===== src/rtl/ebml_pkg.sv =====
// ============================================================================
// EBML header parser package
// Result item layout, status codes and field length decoders.
// ============================================================================
package ebml_pkg;

    localparam int ID_W        = 32;
    localparam int ID_LEN_W    = 3;
    localparam int SIZE_W      = 56;
    localparam int SIZE_LEN_W  = 4;
    localparam int LEFT_W      = 4;
    localparam int OUT_DATA_W  = 96;
    localparam int OUT_USER_W  = 3;

    localparam logic [7:0]        SIZE_DATA_MASK    = 8'hFF;
    localparam logic [SIZE_W-1:0] UNKNOWN_SIZE_BITS = SIZE_W'(8'h7F);

    typedef enum logic [1:0] {
        ST_OK        = 2'd0,
        ST_BAD_ID    = 2'd1,
        ST_BAD_SIZE  = 2'd2,
        ST_TRUNCATED = 2'd3
    } t_status;

    typedef struct packed {
        logic [ID_W-1:0]       element_id;
        logic [ID_LEN_W-1:0]   id_bytes;
        logic [SIZE_W-1:0]     size_value;
        logic [SIZE_LEN_W-1:0] size_bytes;
        logic                  unknown_size;
        t_status               status;
    } t_result;

    // ID length from the leading bits of the first ID byte; zero when invalid
    function automatic logic [ID_LEN_W-1:0] id_len_of(input logic [7:0] b);
        logic [ID_LEN_W-1:0] len;
        len = '0;
        priority casez (b[7:4])
            4'b1???: len = 3'd1;
            4'b01??: len = 3'd2;
            4'b001?: len = 3'd3;
            4'b0001: len = 3'd4;
            default: len = '0;
        endcase
        return len;
    endfunction

    // Size length from the position of the first set bit; zero for 0x00
    function automatic logic [SIZE_LEN_W-1:0] size_len_of(input logic [7:0] b);
        logic [SIZE_LEN_W-1:0] len;
        len = '0;
        for (int i = 0; i < 8; i++) begin
            if (b[i]) begin
                len = SIZE_LEN_W'(8 - i);
            end
        end
        return len;
    endfunction

endpackage


===== src/rtl/ebml_element_header_parser.sv =====
// Each result item is registered before o_m_tvalid (into the skid entry if stalled).
// Throughput: one byte per clock while the skid entry is empty; the parse state is
// a single register stage fed by the byte-decode logic, and a two-entry output
// (register plus skid) keeps input accepted while one result waits downstream.
// Reset (i_rst_n low, synchronous): parser returns to the first ID byte and
// both output entries are emptied.
// ============================================================================
// EBML element header parser
// Parses element ID and size variable-length integers from a byte stream
// and emits one result item per header, bad first byte or truncation.
// ============================================================================
module ebml_element_header_parser
    import ebml_pkg::*;
(
    input  logic                  i_clk,
    input  logic                  i_rst_n,
    input  logic                  i_s_tvalid,
    output logic                  o_s_tready,
    input  logic [7:0]            i_s_tdata,  // [7:0] stream_byte
    input  logic                  i_s_tlast,  // last_in_buffer
    output logic                  o_m_tvalid,
    input  logic                  i_m_tready,
    // [31:0] element_id, [34:32] id_bytes, [90:35] size_value,
    // [94:91] size_bytes, [95] zero
    output logic [OUT_DATA_W-1:0] o_m_tdata,
    output logic [OUT_USER_W-1:0] o_m_tuser   // [0] unknown_size, [2:1] status
);

    logic                  r_phase,    n_phase;
    logic [LEFT_W-1:0]     r_left,     n_left;
    logic [ID_W-1:0]       r_id,       n_id;
    logic [SIZE_W-1:0]     r_size,     n_size;
    logic [ID_LEN_W-1:0]   r_id_len,   n_id_len;
    logic [SIZE_LEN_W-1:0] r_size_len, n_size_len;

    logic    r_out_vld, r_skid_vld;
    t_result r_out, r_skid;

    logic    accept;
    logic    res_vld;
    t_result res;

    assign o_s_tready = !r_skid_vld;
    assign accept     = i_s_tvalid && o_s_tready;

    always_comb begin
        logic [7:0]            b;
        logic [ID_LEN_W-1:0]   id_len;
        logic [SIZE_LEN_W-1:0] sz_len;
        logic                  restart;
        b          = i_s_tdata;
        id_len     = id_len_of(b);
        sz_len     = size_len_of(b);
        restart    = 1'b0;
        n_phase    = r_phase;
        n_left     = r_left;
        n_id       = r_id;
        n_size     = r_size;
        n_id_len   = r_id_len;
        n_size_len = r_size_len;
        res_vld    = 1'b0;
        res        = '0;
        res.status = ST_OK;
        if (accept) begin
            if (!r_phase) begin
                if (r_left == '0 && id_len == '0) begin
                    res_vld    = 1'b1;
                    res.status = ST_BAD_ID;
                    restart    = 1'b1;
                end else begin
                    if (r_left == '0) begin
                        n_id     = {24'd0, b};
                        n_id_len = id_len;
                        n_left   = {1'b0, id_len - 3'd1};
                    end else begin
                        n_id   = {r_id[ID_W-9:0], b};
                        n_left = r_left - 4'd1;
                    end
                    n_phase = (n_left == '0);
                    if (i_s_tlast) begin
                        res_vld    = 1'b1;
                        res.status = ST_TRUNCATED;
                        if (n_phase) begin
                            res.element_id = n_id;
                            res.id_bytes   = n_id_len;
                        end
                        restart = 1'b1;
                    end
                end
            end else begin
                if (r_left == '0 && sz_len == '0) begin
                    res_vld        = 1'b1;
                    res.status     = ST_BAD_SIZE;
                    res.element_id = r_id;
                    res.id_bytes   = r_id_len;
                    restart        = 1'b1;
                end else begin
                    if (r_left == '0) begin
                        n_size     = {48'd0, b & (SIZE_DATA_MASK >> sz_len)};
                        n_size_len = sz_len;
                        n_left     = sz_len - 4'd1;
                    end else begin
                        n_size = {r_size[SIZE_W-9:0], b};
                        n_left = r_left - 4'd1;
                    end
                    if (n_left == '0) begin
                        // header complete: one-byte 0xFF means unknown size
                        res_vld         = 1'b1;
                        res.element_id  = r_id;
                        res.id_bytes    = r_id_len;
                        res.size_bytes  = n_size_len;
                        res.status      = ST_OK;
                        if (n_size_len == 4'd1 && n_size == UNKNOWN_SIZE_BITS) begin
                            res.unknown_size = 1'b1;
                        end else begin
                            res.size_value = n_size;
                        end
                        restart = 1'b1;
                    end else if (i_s_tlast) begin
                        res_vld        = 1'b1;
                        res.status     = ST_TRUNCATED;
                        res.element_id = r_id;
                        res.id_bytes   = r_id_len;
                        restart        = 1'b1;
                    end
                end
            end
        end
        if (restart) begin
            n_phase    = 1'b0;
            n_left     = '0;
            n_id       = '0;
            n_size     = '0;
            n_id_len   = '0;
            n_size_len = '0;
        end
    end

    always_ff @(posedge i_clk) begin
        if (!i_rst_n) begin
            r_phase    <= 1'b0;
            r_left     <= '0;
            r_id       <= '0;
            r_size     <= '0;
            r_id_len   <= '0;
            r_size_len <= '0;
        end else begin
            r_phase    <= n_phase;
            r_left     <= n_left;
            r_id       <= n_id;
            r_size     <= n_size;
            r_id_len   <= n_id_len;
            r_size_len <= n_size_len;
        end
    end

    // output register with skid entry behind it
    always_ff @(posedge i_clk) begin
        if (!i_rst_n) begin
            r_out_vld  <= 1'b0;
            r_skid_vld <= 1'b0;
        end else if (!r_out_vld || i_m_tready) begin
            r_out_vld  <= r_skid_vld || res_vld;
            r_skid_vld <= 1'b0;
        end else if (res_vld) begin
            r_skid_vld <= 1'b1;
        end
    end

    always_ff @(posedge i_clk) begin
        if (!r_out_vld || i_m_tready) begin
            r_out <= r_skid_vld ? r_skid : res;
        end else if (res_vld) begin
            // hold the new item behind the stalled one
            r_skid <= res;
        end
    end

    assign o_m_tvalid = r_out_vld;
    assign o_m_tdata  = {1'b0, r_out.size_bytes, r_out.size_value,
                         r_out.id_bytes, r_out.element_id};
    assign o_m_tuser  = {r_out.status, r_out.unknown_size};

    a_skid_needs_out: assert property (@(posedge i_clk) disable iff (!i_rst_n)
        r_skid_vld |-> r_out_vld)
        else $error("skid entry full while output register empty");

    a_no_res_when_full: assert property (@(posedge i_clk) disable iff (!i_rst_n)
        r_skid_vld |-> !res_vld)
        else $error("result produced with no free output entry");

    a_left_range: assert property (@(posedge i_clk) disable iff (!i_rst_n)
        r_left <= 4'd7)
        else $error("byte count out of range");

    a_ok_lengths: assert property (@(posedge i_clk) disable iff (!i_rst_n)
        (res_vld && res.status == ST_OK) |-> (res.id_bytes != '0 && res.size_bytes != '0))
        else $error("header result without lengths");

    a_size_phase_id: assert property (@(posedge i_clk) disable iff (!i_rst_n)
        r_phase |-> (r_id_len != '0 && r_left <= 4'd7))
        else $error("size phase entered without an ID");

endmodule


===== config.mk =====
export PLATFORM = sky130hd
export DESIGN_NAME = ebml_element_header_parser
export DESIGN_NICKNAME = d
export VERILOG_FILES = /design/src/rtl/ebml_pkg.sv /design/src/rtl/ebml_element_header_parser.sv
export SDC_FILE = /design/constraint.sdc
export NUM_CORES = 1
export LEC_CHECK = 0
export CAP_MARGIN = 10
export CELL_PAD_IN_SITES_DETAIL_PLACEMENT = 0
export CELL_PAD_IN_SITES_GLOBAL_PLACEMENT = 1
export CORE_UTILIZATION = 53
export CTS_BUF_LIST = sky130_fd_sc_hd__clkbuf_2
export DETAILED_ROUTE_END_ITERATION = 8
export DONT_BUFFER_PORTS = 1
export PLACE_DENSITY = 0.94
export SYNTH_ARGS = -nofsm -noshare
export SYNTH_HDL_FRONTEND = slang
export SYNTH_SLANG_ARGS = --single-unit

===== constraint.sdc =====
create_clock -name i_clk -period 15.2 [get_ports i_clk]
set_input_delay 2.28 -clock i_clk [delete_from_list [all_inputs] [get_ports i_clk]]
set_output_delay 2.28 -clock i_clk [all_outputs]
set_load 0.02 [all_outputs]

# [Word-level counts from Yosys, hierarchy flattened]
# Index checks and enable logic that the tools add are counted.
[classes] n_eq_ne=7 n_mux=57 n_shift=1 n_reduce_logical=19 n_addsub=3 n_bitwise=6
[op_table] op="$mux W56" n=5
[op_table] op="$mux W35" n=7
[op_table] op="$mux W98" n=2
[op_table] op="$mux W61" n=3
[op_table] op="$mux W4" n=23
[op_table] op="$eq A56 B7 Y1 const B" n=1
[op_table] op="$mux W32" n=1
[op_table] op="$logic_not A4 Y1" n=4
[op_table] op="$pmux W3 S4" n=1
[op_table] op="$mux W2" n=5
[op_table] op="$mux W1" n=9
[op_table] op="$reduce_and A3 Y1" n=3
[op_table] op="$and A8 B8 Y8" n=1
[op_table] op="$eq A4 B1 Y1 const B" n=2
[op_table] op="$shr A8 B4 Y8 const A" n=1
[op_table] op="$sub A4 B1 Y4 const B" n=2
[op_table] op="$not A1 Y1" n=5
[op_table] op="$logic_and A1 B1 Y1" n=4
[op_table] op="$ne A2 B2 Y1 const B" n=2
[op_table] op="$reduce_or A2 Y1" n=2
[op_table] op="$eq A3 B1 Y1 const B" n=1
[op_table] op="$logic_not A3 Y1" n=1
[op_table] op="$mux W3" n=1
[op_table] op="$sub A3 B1 Y3 const B" n=1
[op_table] op="4 further kinds" n=6
[totals] register_bits=290 inputBits=13 elab_cells=113

# [Longest topological paths before layout]
[logic_depth] ltp_word=22 depth_mapped=12 depth_no_buf=10

# [Least setup slack after synthesis]
# OpenSTA, ideal clock, no wires.
[synth_path] kind="input to register" from="input i_s_tdata[3]" to="register r_skid[0] in the netlist's numbering, enable pin" slack_ps=3044 cell_stages=10 n_path_buf=1 t_required_ps=14500 arrival_ps=11456 path_cell_list="clkbuf_1 > nor2_1 > a221oi_1 > nor2_1 > ha_1 > a21boi_1 > or3_4 > a21oi_1 > o21ai_0 > a211oi_1"
[synth_via] elab_chain_cells=16 word_cells_on_any_way=18 cone_classes="1 x add/sub; 13 x mux; 4 x reduce/logical"
[synth_lines] item="start: declaration" line_no="ebml_element_header_parser.sv:19" text="input logic [7:0] i_s_tdata,"
[synth_lines] item="$mux W4 * (5 in series)" line_no="ebml_pkg.sv:53" text="if (b[i]) begin"
[synth_lines] item="$sub A4 B1 Y4" line_no="ebml_element_header_parser.sv:101" text="n_left = sz_len - 4'd1;"
[synth_lines] item="$mux W4" line_no="ebml_element_header_parser.sv:98" text="if (r_left == '0) begin"
[synth_lines] item="$mux W4" line_no="ebml_element_header_parser.sv:91" text="if (r_left == '0 && sz_len == '0) begin"
[synth_lines] item="$mux W4" line_no="ebml_element_header_parser.sv:65" text="if (!r_phase) begin"
[synth_lines] item="$mux W4" line_no="ebml_element_header_parser.sv:64" text="if (accept) begin"
[synth_lines] item="$logic_not A4 Y1" line_no="ebml_element_header_parser.sv:106" text="if (n_left == '0) begin"
[synth_lines] item="$mux W1" line_no="ebml_element_header_parser.sv:106"
[synth_lines] item="$mux W1 *" line_no="ebml_element_header_parser.sv:91"
[synth_lines] item="$mux W1 *" line_no="ebml_element_header_parser.sv:65"
[synth_lines] item="$mux W1 *" line_no="ebml_element_header_parser.sv:64"
[synth_lines] item="$reduce_and A2 Y1 (no line) *"
[synth_lines] item="end signal: assignment" line_no="ebml_element_header_parser.sv:175" text="r_skid <= res;"
[synth_lines] item="end: declaration" line_no="ebml_element_header_parser.sv:37" text="t_result r_out, r_skid;"
# Mark *: on every way between the ends. The rest lies on a longest branch, timed or not. The select of a mux whose other input is x is not followed.
# A chain may end at the register's enable or synchronous reset.

# [Worst setup path in the final report]
[layout_path] from="input i_s_tdata[2]" to="register r_skid[12] in the netlist's numbering, enable pin"
[layout_via] elab_chain_cells=17 word_cells_on_any_way=19 cone_classes="1 x add/sub; 14 x mux; 4 x reduce/logical"
[layout_lines] item="$mux W4 * (6 in series)" line_no="ebml_pkg.sv:53"
[layout_lines] item="$sub A4 B1 Y4" line_no="ebml_element_header_parser.sv:101"
[layout_lines] item="$mux W4" line_no="ebml_element_header_parser.sv:98"
[layout_lines] item="$mux W4" line_no="ebml_element_header_parser.sv:91"
[layout_lines] item="$mux W4" line_no="ebml_element_header_parser.sv:65"
[layout_lines] item="$mux W4" line_no="ebml_element_header_parser.sv:64"
[layout_lines] item="$logic_not A4 Y1" line_no="ebml_element_header_parser.sv:106"
[layout_lines] item="$mux W1" line_no="ebml_element_header_parser.sv:106"
[layout_lines] item="$mux W1 *" line_no="ebml_element_header_parser.sv:91"
[layout_lines] item="$mux W1 *" line_no="ebml_element_header_parser.sv:65"
[layout_lines] item="$mux W1 *" line_no="ebml_element_header_parser.sv:64"
[layout_lines] item="$reduce_and A2 Y1 (no line) *"
# Marks and branches as above.

==> impl_metrics.tcl <==
set metrics [dict create \
    grt_max_degree 105 \
    numCtsBuffers 73 \
    rrSetupSlack_ns 11.04 \
    hpwlAfterDp_um 16100 \
    viasPerCell 5.88 \
    dieArea_mm2 0.0232 \
    synth-edff-count 196 \
    crit_path_max_incr_delay_ns 0.60 \
    setup_viol 0 \
    required_ns 15.63 \
    failed_checks "DRC" \
    clk_pin_slew_ns 0.09 \
    pwr-share-seq_pct 57.7 \
    crit_end "r_skid[12]$_DFFE_PP_" \
    drive_gt1_share_pct 13.0 \
    worstMarginPinSlew_ns 1.15 \
    drt_iter0_markers 783 \
    p_leak_uw 0.00516 \
    grt_pass1_vias 7740 \
    maxSlewViolCount 0 \
    grt_first_pass_wirelength_um 42100 \
    ctsResizeCount 0 \
    antenna_found_initial 1 \
    io_pins 114 \
    synth_top_area_share_pct 49.2 \
    rsz0062_at_grt "no" \
    crit_path_start_kind "input pin" \
    drv_cap 0 \
    crit_arrival_ns 5.40 \
    area_growth_pct 6.77 \
    ys_async_sr_fraction_pct 0 \
    drc 13 \
    skew_ns 0.0988 \
    crit_path_top_delay_cell "buf_4" \
    cts_setup_buffers 0 \
    switchingPower_uw 463 \
    clk_latency_ns 0.85 \
    yosysSeqAreaShare_pct 65.0 \
    cell_internal_pwr_uw 1110 \
    worstSetupStartpoint "i_s_tdata[2]" \
    wl_per_cell_um 19.0 \
    p_per_area_mw_per_mm2 123 \
    final_cell_mix "196 x edfxtp_1, 115 x nor2_1, 105 x nand2_1, 105 x clkbuf_2, 101 x a21oi_1" \
    clock-sinks 290 \
    yosys_warnings 0 \
    nFillCells 1833 \
    clockPowerShare_pct 32.9 \
    ir_drop_v 0.0000621 \
    first_pass_iters 9 \
    synth_ff_type "edfxtp_1" \
    timing.rr.end "r_size[30]$_SDFFE_PP0P_" \
    combPwrFrac_pct 9.4 \
    relSlewSlack_pct 23.3 \
    die_y_um 152 \
    start_util_pct 54.4 \
    reg2reg_from "r_left[0]$_SDFFE_PP0P_" \
    synth_nets 1084 \
    synth.largest_area_cell "edfxtp_1" \
    fin_nets 1089 \
    avgSynthCellArea_um2 11.2 \
    die_w_um 152 \
    cts_max_level 3 \
    crit_path_end_kind "flop" \
    place_congestion 0.810 \
    hold_viol_final 0 \
    status "finished with violations" \
    grt_use_total_pct 23.0 \
    criticalPathCategory "input pin to flop" \
    syn_area_mm2 0.0120 \
    fin_setup_tns_ns 0 \
    rows 54 \
    synth_seq_cells 290 \
    design.core.area_mm2 0.0220 \
    cts_buffer_depth 3 \
    swShare_pct 29.5 \
    path_cells "nand2b_1 -> a221oi_1 -> nor2_1 -> ha_1 -> a21boi_1 -> or3_4 -> a21oi_1 -> o21ai_0 -> a211oi_4 -> buf_4" \
    syn_inst 1067 \
    reg2regPathDepth 9 \
    cts_hold_buffers 0 \
    synth_top_cells_by_area "edfxtp_1 49%, dfxtp_1 16%, a21oi_1 4.2%" \
    fin_crit_sh_pct 32.7 \
    drt-total-wl_um 26800 \
    synthDistinctLibCells 63 \
    hp-class "flop to flop" \
    layout_commonest_cell "edfxtp_1" \
    cts_tree "built" \
    postRouteAntennaNets 0 \
    grt_overflow_total 0 \
    finalPower_uw 1570 \
    num_vias 8288 \
    min_period_ns 4.97 \
    root_buffer "clkbuf_2" \
    numPortBuffers 0 \
    crit_fanout 55 \
    fmax_ghz 0.201 \
]
## worst max-delay path, delay by kind of cell
family	cells	cell delay, ns
AOI/OAI and AO/OA	5	1.55
and+or+nand+nor	3	0.70
buffers and inverters	1	0.60
adders and majority gates	1	0.22
## cells in the mapped netlist, types with 3 or more instances
cell type and n:
edfxtp_1 196, nor2_1 116, nand2_1 105, a21oi_1 101
dfxtp_1 94, and3_1 76, clkbuf_1 63, o21ai_0 53
a21o_1 40, a22oi_1 32, nand3_1 30, a22o_1 16
and2_1 16, buf_2 16, nor4_1 15, inv_1 11
nand4_1 7, nor3_1 6, or3_1 5, a211oi_1 4
buf_6 4, ha_1 4, nand2b_1 4, o31ai_1 4
o211a_1 3, o21ai_1 3
## power groups by stage
stage	sequential (uW)	combinational, uW	clock, uW
2_1_floorplan	917	113	0
3_3_place_gp	924	145	0
3_5_place_dp	924	145	0
4_1_cts	906	145	532
5_1_grt	908	160	569
6_report	906	147	516
## layout make-up
cell class                 count  area (um2)  share of cell area [%]
timing repair buffer          15         113                   0.882
tap                          280         350                    2.75
sequential                   290        7770                    60.9
clock inverter                27         146                    1.15
antenna                        1        2.50                  0.0196
inverter                      11        43.8                   0.343
multi-input combinational    681        3810                    29.9
clock buffer                 105         526                    4.12
## stage by stage
| step | std cells | area (um2) | utilization (%) | hold slack, ns | setup WS, ns |
|---|---|---|---|---|---|
| 2_1_floorplan | 1067 | 12000 | - | 0.432 | 3.04 |
| 3_3_place_gp | 1277 | 12100 | 55.0 | 0.438 | 9.46 |
| 3_5_place_dp | 1277 | 12100 | 55.0 | 0.443 | 9.45 |
| 4_1_cts | 1409 | 12800 | 58.1 | 0.456 | 10.34 |
| 5_1_grt | 1410 | 12800 | 58.1 | 0.477 | 10.08 |
| 6_report | 1410 | 12800 | 58.1 | 0.456 | 10.23 |
## how the worst min path moves through the flow
stage / start / to / slack, ns / depth (start not counted)
3_3_place_gp: r_id[29]$_SDFFE_PP0P_ / r_id[29]$_SDFFE_PP0P_ / 0.44 / 2
6_report: r_id[28]$_SDFFE_PP0P_ / r_id[28]$_SDFFE_PP0P_ / 0.46 / 2
5_1_grt: r_id[28]$_SDFFE_PP0P_ / r_id[28]$_SDFFE_PP0P_ / 0.48 / 2
2_1_floorplan: r_id[24]$_SDFFE_PP0P_ / r_id[24]$_SDFFE_PP0P_ / 0.43 / 2
3_5_place_dp: r_id[28]$_SDFFE_PP0P_ / r_id[28]$_SDFFE_PP0P_ / 0.44 / 2
4_1_cts: r_id[28]$_SDFFE_PP0P_ / r_id[28]$_SDFFE_PP0P_ / 0.46 / 2
## state kept, by name, summed over array words and instances (netlist names), 3 cells and up
name,flops
r_id,32
r_size_len,4
r_size,48
o_m_tdata,95
o_m_tuser,3
r_left,4
r_skid,98
r_id_len,3
## per-layer routing
metal  global-route usage (%)  vias up  part of all wire, %
li1                         -     3959                    -
met3                     7.31       29                  8.7
met5                        0        -                    0
met1                     33.5     3989                   46
met4                     7.68        0                  1.5
met2                     32.6      311                   44
## cells by family after synthesis
family / Yosys count / synth area share, %
other: 1 / 0.0314
buffers and inverters: 96 / 3.46
AOI/OAI and AO/OA: 281 / 15.1
adders and majority gates: 4 / 0.419
DFF: 290 / 65.0
muxes: 1 / 0.0942
and+or+nand+nor: 394 / 15.9
Power figures use the tool's default switching activity.
